$ cat src/hdl/slc_pkg.sv
`default_nettype none

package slc_pkg;

   localparam int unsigned LINE_KEEP_DEF = 31;
   localparam int unsigned DIGIT_LIMIT   = 9;

   localparam int unsigned BYTE_W = 8;
   localparam int unsigned ACC_W  = 30;
   localparam int unsigned CFG_W  = 32;
   localparam int unsigned PROD_W = ACC_W + CFG_W;
   localparam int unsigned READ_W = 31;
   localparam int unsigned CODE_W = 12;

   localparam logic [ACC_W-1:0]  DIGIT_CAP    = ACC_W'(10 ** DIGIT_LIMIT - 1);
   localparam logic [CFG_W-1:0]  SLOPE_RESET  = 32'd269857;
   localparam logic [CFG_W-1:0]  OFFSET_RESET = 32'd3373675336;
   localparam logic [CODE_W-1:0] CODE_MAX     = 12'd4095;
   localparam logic [PROD_W-1:0] OVER_LIMIT   = {(PROD_W-CFG_W)'(4097), CFG_W'(0)};

   localparam logic [BYTE_W-1:0] CH_NUL   = 8'h00;
   localparam logic [BYTE_W-1:0] CH_TAB   = 8'h09;
   localparam logic [BYTE_W-1:0] CH_LF    = 8'h0A;
   localparam logic [BYTE_W-1:0] CH_VT    = 8'h0B;
   localparam logic [BYTE_W-1:0] CH_FF    = 8'h0C;
   localparam logic [BYTE_W-1:0] CH_CR    = 8'h0D;
   localparam logic [BYTE_W-1:0] CH_SPACE = 8'h20;
   localparam logic [BYTE_W-1:0] CH_PLUS  = 8'h2B;
   localparam logic [BYTE_W-1:0] CH_MINUS = 8'h2D;
   localparam logic [BYTE_W-1:0] CH_ZERO  = 8'h30;
   localparam logic [BYTE_W-1:0] CH_NINE  = 8'h39;

   localparam logic CSR_SLOPE  = 1'b0;
   localparam logic CSR_OFFSET = 1'b1;

   typedef enum logic [1:0] {
      PH_LEAD,
      PH_DIGITS,
      PH_DONE
   } phase_type;

   typedef struct packed {
      logic [ACC_W-1:0] mag;
      logic             neg;
      logic             found;
   } line_type;

   typedef struct packed {
      line_type          line;
      logic [PROD_W-1:0] prod;
   } scaled_type;

endpackage

`default_nettype wire

$ cat src/hdl/sensor_line_to_dac_code.sv
// Channel    Direction  Handshake          Payload
// req        in         req_valid/stall    req_rx_byte (8)
// rsp        out        rsp_valid/stall    rsp_dac_code (12), rsp_reading (31),
//                                          rsp_field_found (1), rsp_clipped (1)
// csr        in         csr_write          csr_index (1), csr_wdata (32)
//
// One byte is taken per cycle while req_stall is low; the line parser updates its state in the same cycle.
// A line end reaches rsp_valid through the line register, loaded at the transfer
// edge, then the multiplier register, then the clamp and output register.
// Synchronous reset clears the line state and restores both registers to defaults.
// Three result slots buffer stalls; req_stall rises only when all are full and rsp
// is stalled.
`default_nettype none

module sensor_line_to_dac_code import slc_pkg::*; #(
   parameter int unsigned LINE_KEEP = LINE_KEEP_DEF
) (
   input  wire logic              clock,
   input  wire logic              reset,
   input  wire logic              req_valid,
   output logic                   req_stall,
   input  wire logic [BYTE_W-1:0] req_rx_byte,
   output logic                   rsp_valid,
   input  wire logic              rsp_stall,
   output logic [CODE_W-1:0]      rsp_dac_code,
   output logic [READ_W-1:0]      rsp_reading,
   output logic                   rsp_field_found,
   output logic                   rsp_clipped,
   input  wire logic              csr_write,
   input  wire logic              csr_index,
   input  wire logic [CFG_W-1:0]  csr_wdata
);

   logic [CFG_W-1:0] slope_ff, slope_in;
   logic [CFG_W-1:0] offset_ff, offset_in;

   logic             line_valid;
   logic             line_stall;
   line_type         line;
   logic             scaled_valid;
   logic             scaled_stall;
   scaled_type       scaled;

   always_comb begin
      slope_in  = slope_ff;
      offset_in = offset_ff;
      if (csr_write) begin
         unique case (csr_index)
            CSR_SLOPE:  slope_in  = csr_wdata;
            CSR_OFFSET: offset_in = csr_wdata;
            default:    slope_in  = slope_ff;
         endcase
      end
   end

   always_ff @(posedge clock) begin
      if (reset) begin
         slope_ff  <= SLOPE_RESET;
         offset_ff <= OFFSET_RESET;
      end else begin
         slope_ff  <= slope_in;
         offset_ff <= offset_in;
      end
   end

   slc_parser #(
      .LINE_KEEP(LINE_KEEP)
   ) u_parser (
      .clock     (clock),
      .reset     (reset),
      .in_valid  (req_valid),
      .in_byte   (req_rx_byte),
      .in_stall  (req_stall),
      .out_valid (line_valid),
      .out_stall (line_stall),
      .out_line  (line)
   );

   slc_mult u_mult (
      .clock     (clock),
      .reset     (reset),
      .slope     (slope_ff),
      .in_valid  (line_valid),
      .in_line   (line),
      .in_stall  (line_stall),
      .out_valid (scaled_valid),
      .out_stall (scaled_stall),
      .out_data  (scaled)
   );

   slc_clamp u_clamp (
      .clock           (clock),
      .reset           (reset),
      .offset          (offset_ff),
      .in_valid        (scaled_valid),
      .in_data         (scaled),
      .in_stall        (scaled_stall),
      .out_valid       (rsp_valid),
      .out_stall       (rsp_stall),
      .out_dac_code    (rsp_dac_code),
      .out_reading     (rsp_reading),
      .out_field_found (rsp_field_found),
      .out_clipped     (rsp_clipped)
   );

   a_stall_only_when_full: assert property (@(posedge clock) disable iff (reset)
      req_stall |-> rsp_valid && rsp_stall && scaled_valid && line_valid)
      else $error("input stalled while a result slot was free");

endmodule

`default_nettype wire

$ cat src/hdl/slc_parser.sv
`default_nettype none

module slc_parser import slc_pkg::*; #(
   parameter int unsigned LINE_KEEP = LINE_KEEP_DEF
) (
   input  wire logic              clock,
   input  wire logic              reset,
   input  wire logic              in_valid,
   input  wire logic [BYTE_W-1:0] in_byte,
   output logic                   in_stall,
   output logic                   out_valid,
   input  wire logic              out_stall,
   output line_type               out_line
);

   localparam int unsigned KEEP_W = $clog2(LINE_KEEP + 1);

   logic [KEEP_W-1:0] kept_ff, kept_in;
   logic [1:0]        spaces_ff, spaces_in;
   logic [ACC_W-1:0]  acc_ff, acc_in;
   logic              neg_ff, neg_in;
   phase_type         phase_ff, phase_in;
   logic              ended_ff, ended_in;
   logic              line_v_ff, line_v_in;
   line_type          line_ff, line_in;

   logic              accept;
   logic              is_eol;
   logic              keep;
   logic              feed;
   logic              is_digit;
   logic              is_sign;
   logic              is_blank;
   logic              take_digit;
   logic [ACC_W+3:0]  grown;

   assign in_stall  = line_v_ff && out_stall;
   assign out_valid = line_v_ff;
   assign out_line  = line_ff;

   assign accept   = in_valid && !in_stall;
   assign is_eol   = ((in_byte == CH_LF) || (in_byte == CH_CR)) && (kept_ff != '0);
   assign keep     = accept && !is_eol && (kept_ff < KEEP_W'(LINE_KEEP));
   assign feed     = keep && !ended_ff && (in_byte != CH_NUL) && (in_byte != CH_SPACE)
                     && (spaces_ff == 2'd1);
   assign is_digit = (in_byte >= CH_ZERO) && (in_byte <= CH_NINE);
   assign is_sign  = (in_byte == CH_PLUS) || (in_byte == CH_MINUS);
   assign is_blank = (in_byte == CH_TAB) || (in_byte == CH_LF) || (in_byte == CH_VT)
                     || (in_byte == CH_FF) || (in_byte == CH_CR);

   assign take_digit = feed && is_digit && ((phase_ff == PH_LEAD) || (phase_ff == PH_DIGITS));
   assign grown      = ((ACC_W+4)'(acc_ff) * (ACC_W+4)'(10))
                       + (ACC_W+4)'(in_byte[3:0]);

   always_comb begin
      phase_in = phase_ff;
      if (accept && is_eol) begin
         phase_in = PH_LEAD;
      end else if (feed) begin
         unique case (phase_ff)
            PH_LEAD: begin
               if (is_sign || is_digit) begin
                  phase_in = PH_DIGITS;
               end else if (!is_blank) begin
                  phase_in = PH_DONE;
               end
            end
            PH_DIGITS: begin
               if (!is_digit) begin
                  phase_in = PH_DONE;
               end
            end
            PH_DONE: begin
               phase_in = PH_DONE;
            end
            default: begin
               phase_in = PH_DONE;
            end
         endcase
      end
   end

   always_comb begin
      kept_in   = kept_ff;
      spaces_in = spaces_ff;
      ended_in  = ended_ff;
      acc_in    = acc_ff;
      neg_in    = neg_ff;
      if (accept && is_eol) begin
         kept_in   = '0;
         spaces_in = '0;
         ended_in  = 1'b0;
         acc_in    = '0;
         neg_in    = 1'b0;
      end else if (keep) begin
         kept_in = kept_ff + KEEP_W'(1);
         if (!ended_ff && (in_byte == CH_NUL)) begin
            ended_in = 1'b1;
         end
         if (!ended_ff && (in_byte == CH_SPACE) && (spaces_ff != 2'd2)) begin
            spaces_in = spaces_ff + 2'd1;
         end
         if (take_digit) begin
            acc_in = (grown > (ACC_W+4)'(DIGIT_CAP)) ? DIGIT_CAP : grown[ACC_W-1:0];
         end
         if (feed && is_sign && (phase_ff == PH_LEAD)) begin
            neg_in = (in_byte == CH_MINUS);
         end
      end
   end

   always_comb begin
      line_v_in     = line_v_ff && out_stall;
      line_in       = line_ff;
      if (accept && is_eol) begin
         line_v_in     = 1'b1;
         line_in.found = (spaces_ff == 2'd2);
         line_in.mag   = (spaces_ff == 2'd2) ? acc_ff : '0;
         line_in.neg   = (spaces_ff == 2'd2) && neg_ff;
      end
   end

   always_ff @(posedge clock) begin
      if (reset) begin
         kept_ff   <= '0;
         spaces_ff <= '0;
         acc_ff    <= '0;
         neg_ff    <= 1'b0;
         phase_ff  <= PH_LEAD;
         ended_ff  <= 1'b0;
         line_v_ff <= 1'b0;
      end else begin
         kept_ff   <= kept_in;
         spaces_ff <= spaces_in;
         acc_ff    <= acc_in;
         neg_ff    <= neg_in;
         phase_ff  <= phase_in;
         ended_ff  <= ended_in;
         line_v_ff <= line_v_in;
      end
   end

   always_ff @(posedge clock) begin
      line_ff <= line_in;
   end

   a_kept_bound: assert property (@(posedge clock) disable iff (reset)
      kept_ff <= KEEP_W'(LINE_KEEP))
      else $error("kept byte count ran past the line limit");

   a_acc_bound: assert property (@(posedge clock) disable iff (reset)
      acc_ff <= DIGIT_CAP)
      else $error("accumulated magnitude exceeds the digit cap");

endmodule

`default_nettype wire

$ cat src/hdl/slc_mult.sv
`default_nettype none

module slc_mult import slc_pkg::*; (
   input  wire logic             clock,
   input  wire logic             reset,
   input  wire logic [CFG_W-1:0] slope,
   input  wire logic             in_valid,
   input  line_type              in_line,
   output logic                  in_stall,
   output logic                  out_valid,
   input  wire logic             out_stall,
   output scaled_type            out_data
);

   logic       v_ff, v_in;
   scaled_type data_ff, data_in;
   logic       load;

   assign in_stall  = v_ff && out_stall;
   assign load      = in_valid && !in_stall;
   assign out_valid = v_ff;
   assign out_data  = data_ff;

   always_comb begin
      v_in    = load || (v_ff && out_stall);
      data_in = data_ff;
      if (load) begin
         data_in.line = in_line;
         data_in.prod = PROD_W'(in_line.mag) * PROD_W'(slope);
      end
   end

   always_ff @(posedge clock) begin
      if (reset) begin
         v_ff <= 1'b0;
      end else begin
         v_ff <= v_in;
      end
   end

   always_ff @(posedge clock) begin
      data_ff <= data_in;
   end

endmodule

`default_nettype wire

$ cat src/hdl/slc_clamp.sv
`default_nettype none

module slc_clamp import slc_pkg::*; (
   input  wire logic             clock,
   input  wire logic             reset,
   input  wire logic [CFG_W-1:0] offset,
   input  wire logic             in_valid,
   input  scaled_type            in_data,
   output logic                  in_stall,
   output logic                  out_valid,
   input  wire logic             out_stall,
   output logic [CODE_W-1:0]     out_dac_code,
   output logic [READ_W-1:0]     out_reading,
   output logic                  out_field_found,
   output logic                  out_clipped
);

   logic                    v_ff, v_in;
   logic [CODE_W-1:0]       code_ff, code_in;
   logic [READ_W-1:0]       reading_ff, reading_in;
   logic                    found_ff, found_in;
   logic                    clip_ff, clip_in;

   logic                    load;
   logic                    over;
   logic                    neg_eff;
   logic [PROD_W:0]         diff;
   logic [PROD_W-CFG_W-1:0] high;
   logic [CODE_W-1:0]       code;
   logic                    clip;

   assign in_stall        = v_ff && out_stall;
   assign load            = in_valid && !in_stall;
   assign out_valid       = v_ff;
   assign out_dac_code    = code_ff;
   assign out_reading     = reading_ff;
   assign out_field_found = found_ff;
   assign out_clipped     = clip_ff;

   assign over    = in_data.prod > OVER_LIMIT;
   assign neg_eff = in_data.line.neg && (in_data.prod != '0);
   assign diff    = {1'b0, in_data.prod} - (PROD_W+1)'(offset);
   assign high    = diff[PROD_W-1:CFG_W];

   always_comb begin
      priority if (neg_eff) begin
         code = '0;
         clip = 1'b1;
      end else if (over) begin
         code = CODE_MAX;
         clip = 1'b1;
      end else if (diff[PROD_W]) begin
         code = '0;
         clip = 1'b1;
      end else if (high > (PROD_W-CFG_W)'(CODE_MAX)) begin
         code = CODE_MAX;
         clip = 1'b1;
      end else begin
         code = high[CODE_W-1:0];
         clip = 1'b0;
      end
   end

   always_comb begin
      v_in       = load || (v_ff && out_stall);
      code_in    = code_ff;
      reading_in = reading_ff;
      found_in   = found_ff;
      clip_in    = clip_ff;
      if (load) begin
         code_in    = code;
         clip_in    = clip;
         found_in   = in_data.line.found;
         reading_in = in_data.line.neg ? (READ_W'(0) - READ_W'(in_data.line.mag))
                                       : READ_W'(in_data.line.mag);
      end
   end

   always_ff @(posedge clock) begin
      if (reset) begin
         v_ff <= 1'b0;
      end else begin
         v_ff <= v_in;
      end
   end

   always_ff @(posedge clock) begin
      code_ff    <= code_in;
      reading_ff <= reading_in;
      found_ff   <= found_in;
      clip_ff    <= clip_in;
   end

   a_neg_code_zero: assert property (@(posedge clock) disable iff (reset)
      out_valid && out_reading[READ_W-1] |-> out_dac_code == '0)
      else $error("negative reading produced a nonzero code");

   a_missing_zero: assert property (@(posedge clock) disable iff (reset)
      out_valid && !out_field_found |-> out_reading == '0)
      else $error("missing field produced a nonzero reading");

endmodule

`default_nettype wire
$ cat config.mk
export PLATFORM = sky130hd
export DESIGN_NAME = sensor_line_to_dac_code
export DESIGN_NICKNAME = d
export VERILOG_FILES = /design/src/hdl/slc_pkg.sv /design/src/hdl/sensor_line_to_dac_code.sv /design/src/hdl/slc_parser.sv /design/src/hdl/slc_mult.sv /design/src/hdl/slc_clamp.sv
export SDC_FILE = /design/constraint.sdc
export NUM_CORES = 2
export LEC_CHECK = 0
export ABC_AREA = 1
export BUFFER_PORTS_ARGS = -buffer_cell sky130_fd_sc_hd__buf_2
export CAP_MARGIN = 10
export CORE_MARGIN = 8
export CORE_UTILIZATION = 60
export DETAILED_ROUTE_END_ITERATION = 8
export PLACE_DENSITY = 0.8
export SLEW_MARGIN = 5
export SYNTH_ARGS = -nofsm -noshare
export SYNTH_HDL_FRONTEND = slang
export SYNTH_HIERARCHICAL = 1
export SYNTH_SLANG_ARGS = --single-unit
$ cat constraint.sdc
create_clock -name clock -period 6.2 [get_ports clock]
set_input_delay 0.62 -clock clock [delete_from_list [all_inputs] [get_ports clock]]
set_output_delay 0.62 -clock clock [all_outputs]
set_load 0.01 [all_outputs]
After elaboration in Yosys (flattened, before gate mapping) --
Cells that the tools add are included. Widths: inputs -> output; s select.
Storage, ports and cells: flip-flop bits (word level) 279, input bits 46, output and inout port bits 47, memories kept 0, latch bits 0, word-level logic and storage cells 116, ROM bits 0, memory bits (writable) 0
Cells by class: add/subtract/negate cells 5, equality and inequality tests 15, div/mod/pow operators 0, reduce and logical (&&, ||, !) cells 53, $mul 2, magnitude comparators 6, mux-type cells 11, bitwise operators 1, shift operators 0
Operator list (number):
- $sub 62x32->63 | 1
- $gt 62x45->1 const B | 1
- $mul 30x32->62 | 1
- $reduce_bool 62->1 | 1
- $mux 30 | 2
- $eq 8x4->1 const B | 5
- $mux 12 | 3
- $add 34x4->34 | 1
- $gt 34x30->1 const B | 1
- $mul 30x3->33 const B | 1
- $sub 1x30->31 const A | 1
- $gt 30x12->1 const B | 1
- $eq 8x6->1 const B | 3
- $logic_and 1x1->1 | 24
- $reduce_and 2->1 | 6
- $logic_or 1x1->1 | 10
- $ge 8x6->1 const B | 1
- $le 8x6->1 const B | 1
- $logic_not 8->1 | 1
- $ne 8x6->1 const B | 1
- $reduce_bool 8->1 | 1
- $mux 2 | 3
- $add 5x1->5 const B | 1
- $logic_not 1->1 | 5
- other kinds (14) | 17

Longest topological paths before layout --
word-level depth 14, mapped depth 32, mapped depth without buffers 31

Cells and area by module --
Netlist, hierarchy kept.
Modules (own cells, without submodules):
- slc_mult | area an instance 37285.8 um^2, instances 1, sequential area each 2842.7 um^2, cells each 4904
- slc_parser | area an instance 7458.4 um^2, instances 1, sequential area each 1801.7 um^2, cells each 1204
- slc_clamp | area an instance 5784.3 um^2, instances 1, sequential area each 1371.3 um^2, cells each 925
- sensor_line_to_dac_code | area an instance 2442.3 um^2, instances 1, sequential area each 1281.2 um^2, cells each 334

Worst setup path before layout --
OpenSTA, ideal clock, no wires.
path type register to register, from register u_parser.line_ff, in the netlist u_parser/out_line[7], to register u_mult.data_ff, in the netlist u_mult/out_data[55] (data pin), data required time 5.948 ns, cell stages (with the launch flop) 28, library setup time 0.252 ns, clock period less this slack 6.413 ns, setup slack -0.213 ns, path buffers 1, arrival 6.161 ns, path through edfxtp_1 clkbuf_1 nand2_1 inv_1 fa_1 fa_1 fa_1 inv_1 fa_1 inv_1 fa_1 inv_1 fa_1 inv_1 fa_1 inv_1 fa_1 inv_1 ha_1 nand2_1 nor2_1 nand2_1 inv_1 nand4_1 nand3b_1 nand2_1 nand3_1 nand2_1
Between the ends: cells in the longest elaborated chain, start to end 1
Ends and longest elaborated chain:
- from (decl) | RTL line slc_parser.sv:25 | line_type line_ff, line_in;
- from (signal assigned) | RTL line slc_parser.sv:144 | line_ff <= line_in;
- $mul 30x32->62 | RTL line slc_mult.sv:29 | data_in.prod = PROD_W'(in_line.mag) * PROD_W'(slope);
- to (signal assigned) | RTL line slc_mult.sv:42 | data_ff <= data_in;
- to (decl) | RTL line slc_mult.sv:16 | scaled_type data_ff, data_in;
No other way between the ends. A chain may end at the register's enable or synchronous reset.

Final worst setup path --
from register u_parser.line_ff, in the netlist u_parser/out_line[19], to register u_mult.data_ff, in the netlist u_mult/out_data[60] (data pin)
The elaborated chain is that of the path after synthesis.

==> impl_metrics.yaml <==
status:
  outcome: "finished, violations left"
  violations: "setup timing"
finish:
  fin_nets: 8941
  mostFrequentLayoutCells: "inv_1, nand2_1, fa_1"
  nFillCells: 6775
  seqCellArea_mm2: 0.00730
  stdcell_area_mm2: 0.0620
  multiInputGateArea_mm2: 0.0387
  drive_above_1_share_pct: 17.3
  final_common_cell: "inv_1"
  num_antenna_cells: 0
  syn_to_final_growth_pct: 17.0
  utilization_pct: 70.4
route:
  vias: 47600
  drc_errors: 0
  drt_wl_total_mm: 165
  vias_per_cell: 5.34
  wire_per_inst_um: 18.5
  dr.pass1.iters: 8
  ant_nets: 0
  drtIter0Drc: 4248
pwr:
  p_int_uw: 3830
  seqPwrFrac_pct: 36.2
  powerDensity_mw_per_mm2: 89.8
  p_comb_share_pct: 21.8
  clkPwrFrac_pct: 42.0
  p_leak_uw: 0.0365
  ir_drop_uv: 208
  power.switching_uw: 1730
  fin_total_pwr_uw: 5560
  switching_share_pct: 31.1
clocking:
  cts.path.max_buffers: 3
  htreeDepth: 2
  numCtsBuffers: 38
  clockRootBuffer: "clkbuf_16"
  cts.sinks: 279
  cts_tree: "built"
  clock_latency_ns: 0.58
  clkSlewWorstSetupHoldPaths_ns: 0.06
floorplan:
  num_rows: 109
  die_area_mm2: 0.0980
  die_w_um: 313
  io-pin-count: 93
  start_util_pct: 60.2
  die_y_um: 313
  coreArea_mm2: 0.0880
timing:
  rsz0062_at_grt: "true"
  period_minus_slack_ns: 6.81
  slew_viol_final: 0
  worst_slew_pin_slew_ns: 1.24
  period_share_pct: 110
  setup_ws_ns: -0.611
  slew_headroom_pct: 17.4
  clock_skew_ns: 0.0393
  finalSetupViolations: 49
  fmax_ghz: 0.147
  hold_viol_final: 0
synthesis:
  synth_cells: 7367
  syn-num-nets: 8596
  synth_area_leader_cell: "fa_1"
  ys_types: 53
  syn_area_mm2: 0.0530
  yosys_most_used_dff: "edfxtp_1"
  postSynth.asyncResetShare_pct: 0
  ys_seq_area_share_pct: 13.8
  synth_top_area_share_pct: 31.7
  synth_seq_cells: 279
  synth.area.top_cells: "fa_1, nand2_1, inv_1"
  syn_area_per_cell_um2: 7.19
  yosys_warnings: 6
  synth_edf_count: 171
min_path:
  holdPathStages: 3
  min_to: "offset_ff[6]"
  worstHoldStart: "csr_wdata[6]"
  hold_path_class: "primary input to register"
setup_path:
  cp_max_fo: 5
  cp.required_ns: 6.50
  crit_path_start_kind: "register"
  cp_data_arrival_time_ns: 7.11
  reg2reg_slack_ns: -0.61
  rr_endpoint: "u_mult/out_data[60]"
  reg2reg_depth: 25
  critPathCaptureType: "register"
  path_class: "register to register"
  rr_startpoint: "u_parser/out_line[19]"
grt:
  grt_max_degree: 65
  grt_first_pass_wirelength_mm: 255
  grt_use_total_pct: 32.5
  antenna_found_initial: 3
  overflow: 0
  grt_pass1_vias: 49000
placed_design:
  gp_congestion: 1.01
  postPlaceCellArea_mm2: 0.0579
  io_buffers: 92
  dp_hpwl_mm: 132
run:
  max_cap_viol_count: 0
-- state kept, by name (all words and copies together), names as in the netlist --
signal,flops
u_parser/acc_ff,30
u_parser/phase_ff,2
offset_ff,32
u_clamp/out_valid,1
u_parser/neg_ff,1
u_parser/out_valid,1
u_parser/kept_ff,5
u_clamp/out_reading,31
u_parser/spaces_ff,2
u_mult/out_data,94
u_clamp/out_field_found,1
u_clamp/out_clipped,1
u_mult/out_valid,1
u_clamp/out_dac_code,12
u_parser/ended_ff,1
slope_ff,32
u_parser/out_line,32
-- cells by family after synthesis --
family	after synthesis	share of synthesized area [%]
adders and majority gates	1183	39.8
AOI/OAI and AO/OA	234	2.42
buffers and inverters	2425	17.4
DFF	279	13.8
and+or+nand+nor	3169	25.3
xor gates and xnor gates	77	1.29
-- timing repair --
item	in CTS	in global routing
setup endpoints to repair	51	53
pin swaps	45	194
hold buffers	0	0
setup buffers	17	43
gates resized for setup	224	379
gates cloned	4	6
-- stage by stage --
stage               setup WS (ns)   TNS [ns]  hold slack [ns]  cells
detailed placement         -0.590     -21.31            0.406   8775
CTS                        -0.509     -18.30            0.247   8864
floorplan               -0.000892  -0.000892            0.400   7367
finish                     -0.611     -22.01            0.266   8906
global placement           -0.579     -17.63            0.400   8775
global route               -0.771     -30.61            0.294   8906
-- power groups by stage --
stage	Combinational (µW)	Clock, µW	Sequential (µW)
6_report	1210	2330	2010
5_1_grt	1300	2420	2010
4_1_cts	1120	2350	2010
3_5_place_dp	1050	0	2050
3_3_place_gp	1030	0	2050
2_1_floorplan	597	0	2040
-- worst max-delay path: stages, from the launching register on --
cell       delay [ns]
edfxtp_1         0.45
buf_6            0.17
clkbuf_16        0.16
nand2_4          0.07
inv_2            0.03
fa_1             0.51
inv_2            0.05
fa_1             0.56
inv_2            0.05
fa_1             0.47
fa_1             0.56
fa_1             0.47
fa_1             0.50
fa_1             0.54
fa_1             0.55
ha_4             0.33
nand2_4          0.07
nor2_4           0.12
inv_2            0.07
nor3_4           0.25
buf_6            0.14
nand2_4          0.06
nor3_4           0.11
nand2_1          0.09
nand3_1          0.09
nand2_1          0.07
-- cells in the mapped netlist, drive strengths merged (24+ instances only) --
cell type / count
inv: 2189
buf: 24
xor2: 59
o21ai: 55
dfxtp: 108
fa: 838
a21oi: 145
nand2: 2271
ha: 345
nor3: 49
clkbuf: 209
edfxtp: 171
nor2: 466
nand4: 60
nand3: 280
-- how the worst max path moves through the flow --
| stage | startpoint | to | slack [ns] | depth (start not counted) |
|---|---|---|---|---|
| 5_1_grt | u_parser/out_line[9] | u_mult/out_data[48] | -0.77 | 31 |
| 4_1_cts | u_parser/out_line[10] | u_mult/out_data[60] | -0.51 | 27 |
| 6_report | u_parser/out_line[19] | u_mult/out_data[60] | -0.61 | 25 |
| 3_5_place_dp | u_parser/out_line[13] | u_mult/out_data[51] | -0.59 | 27 |
| 3_3_place_gp | u_parser/out_line[13] | u_mult/out_data[51] | -0.58 | 27 |
| 2_1_floorplan | u_parser/out_line[9] | u_mult/out_data[55] | -0.0009 | 22 |
-- routing by layer --
| layer | track usage (%) | up-vias | share of wire (%) |
|---|---|---|---|
| met2 | 56.9 | 2199 | 49 |
| met5 | 0 | - | 0.016 |
| met1 | 39.1 | 23000 | 37 |
| met3 | 3.63 | 649 | 7.3 |
| li1 | - | 21800 | - |
| met4 | 17.8 | 4 | 7.0 |
-- area by class of cell --
class	count	share of cell area, %
Clock inverter	22	0.378
Tap cell	1165	2.35
Multi-Input combinational cell	4663	62.5
Clock buffer	47	1.72
Sequential cell	279	11.8
Inverter	2192	13.3
Timing Repair Buffer	538	7.97
Note: power is estimated with default switching activity, not from simulation.
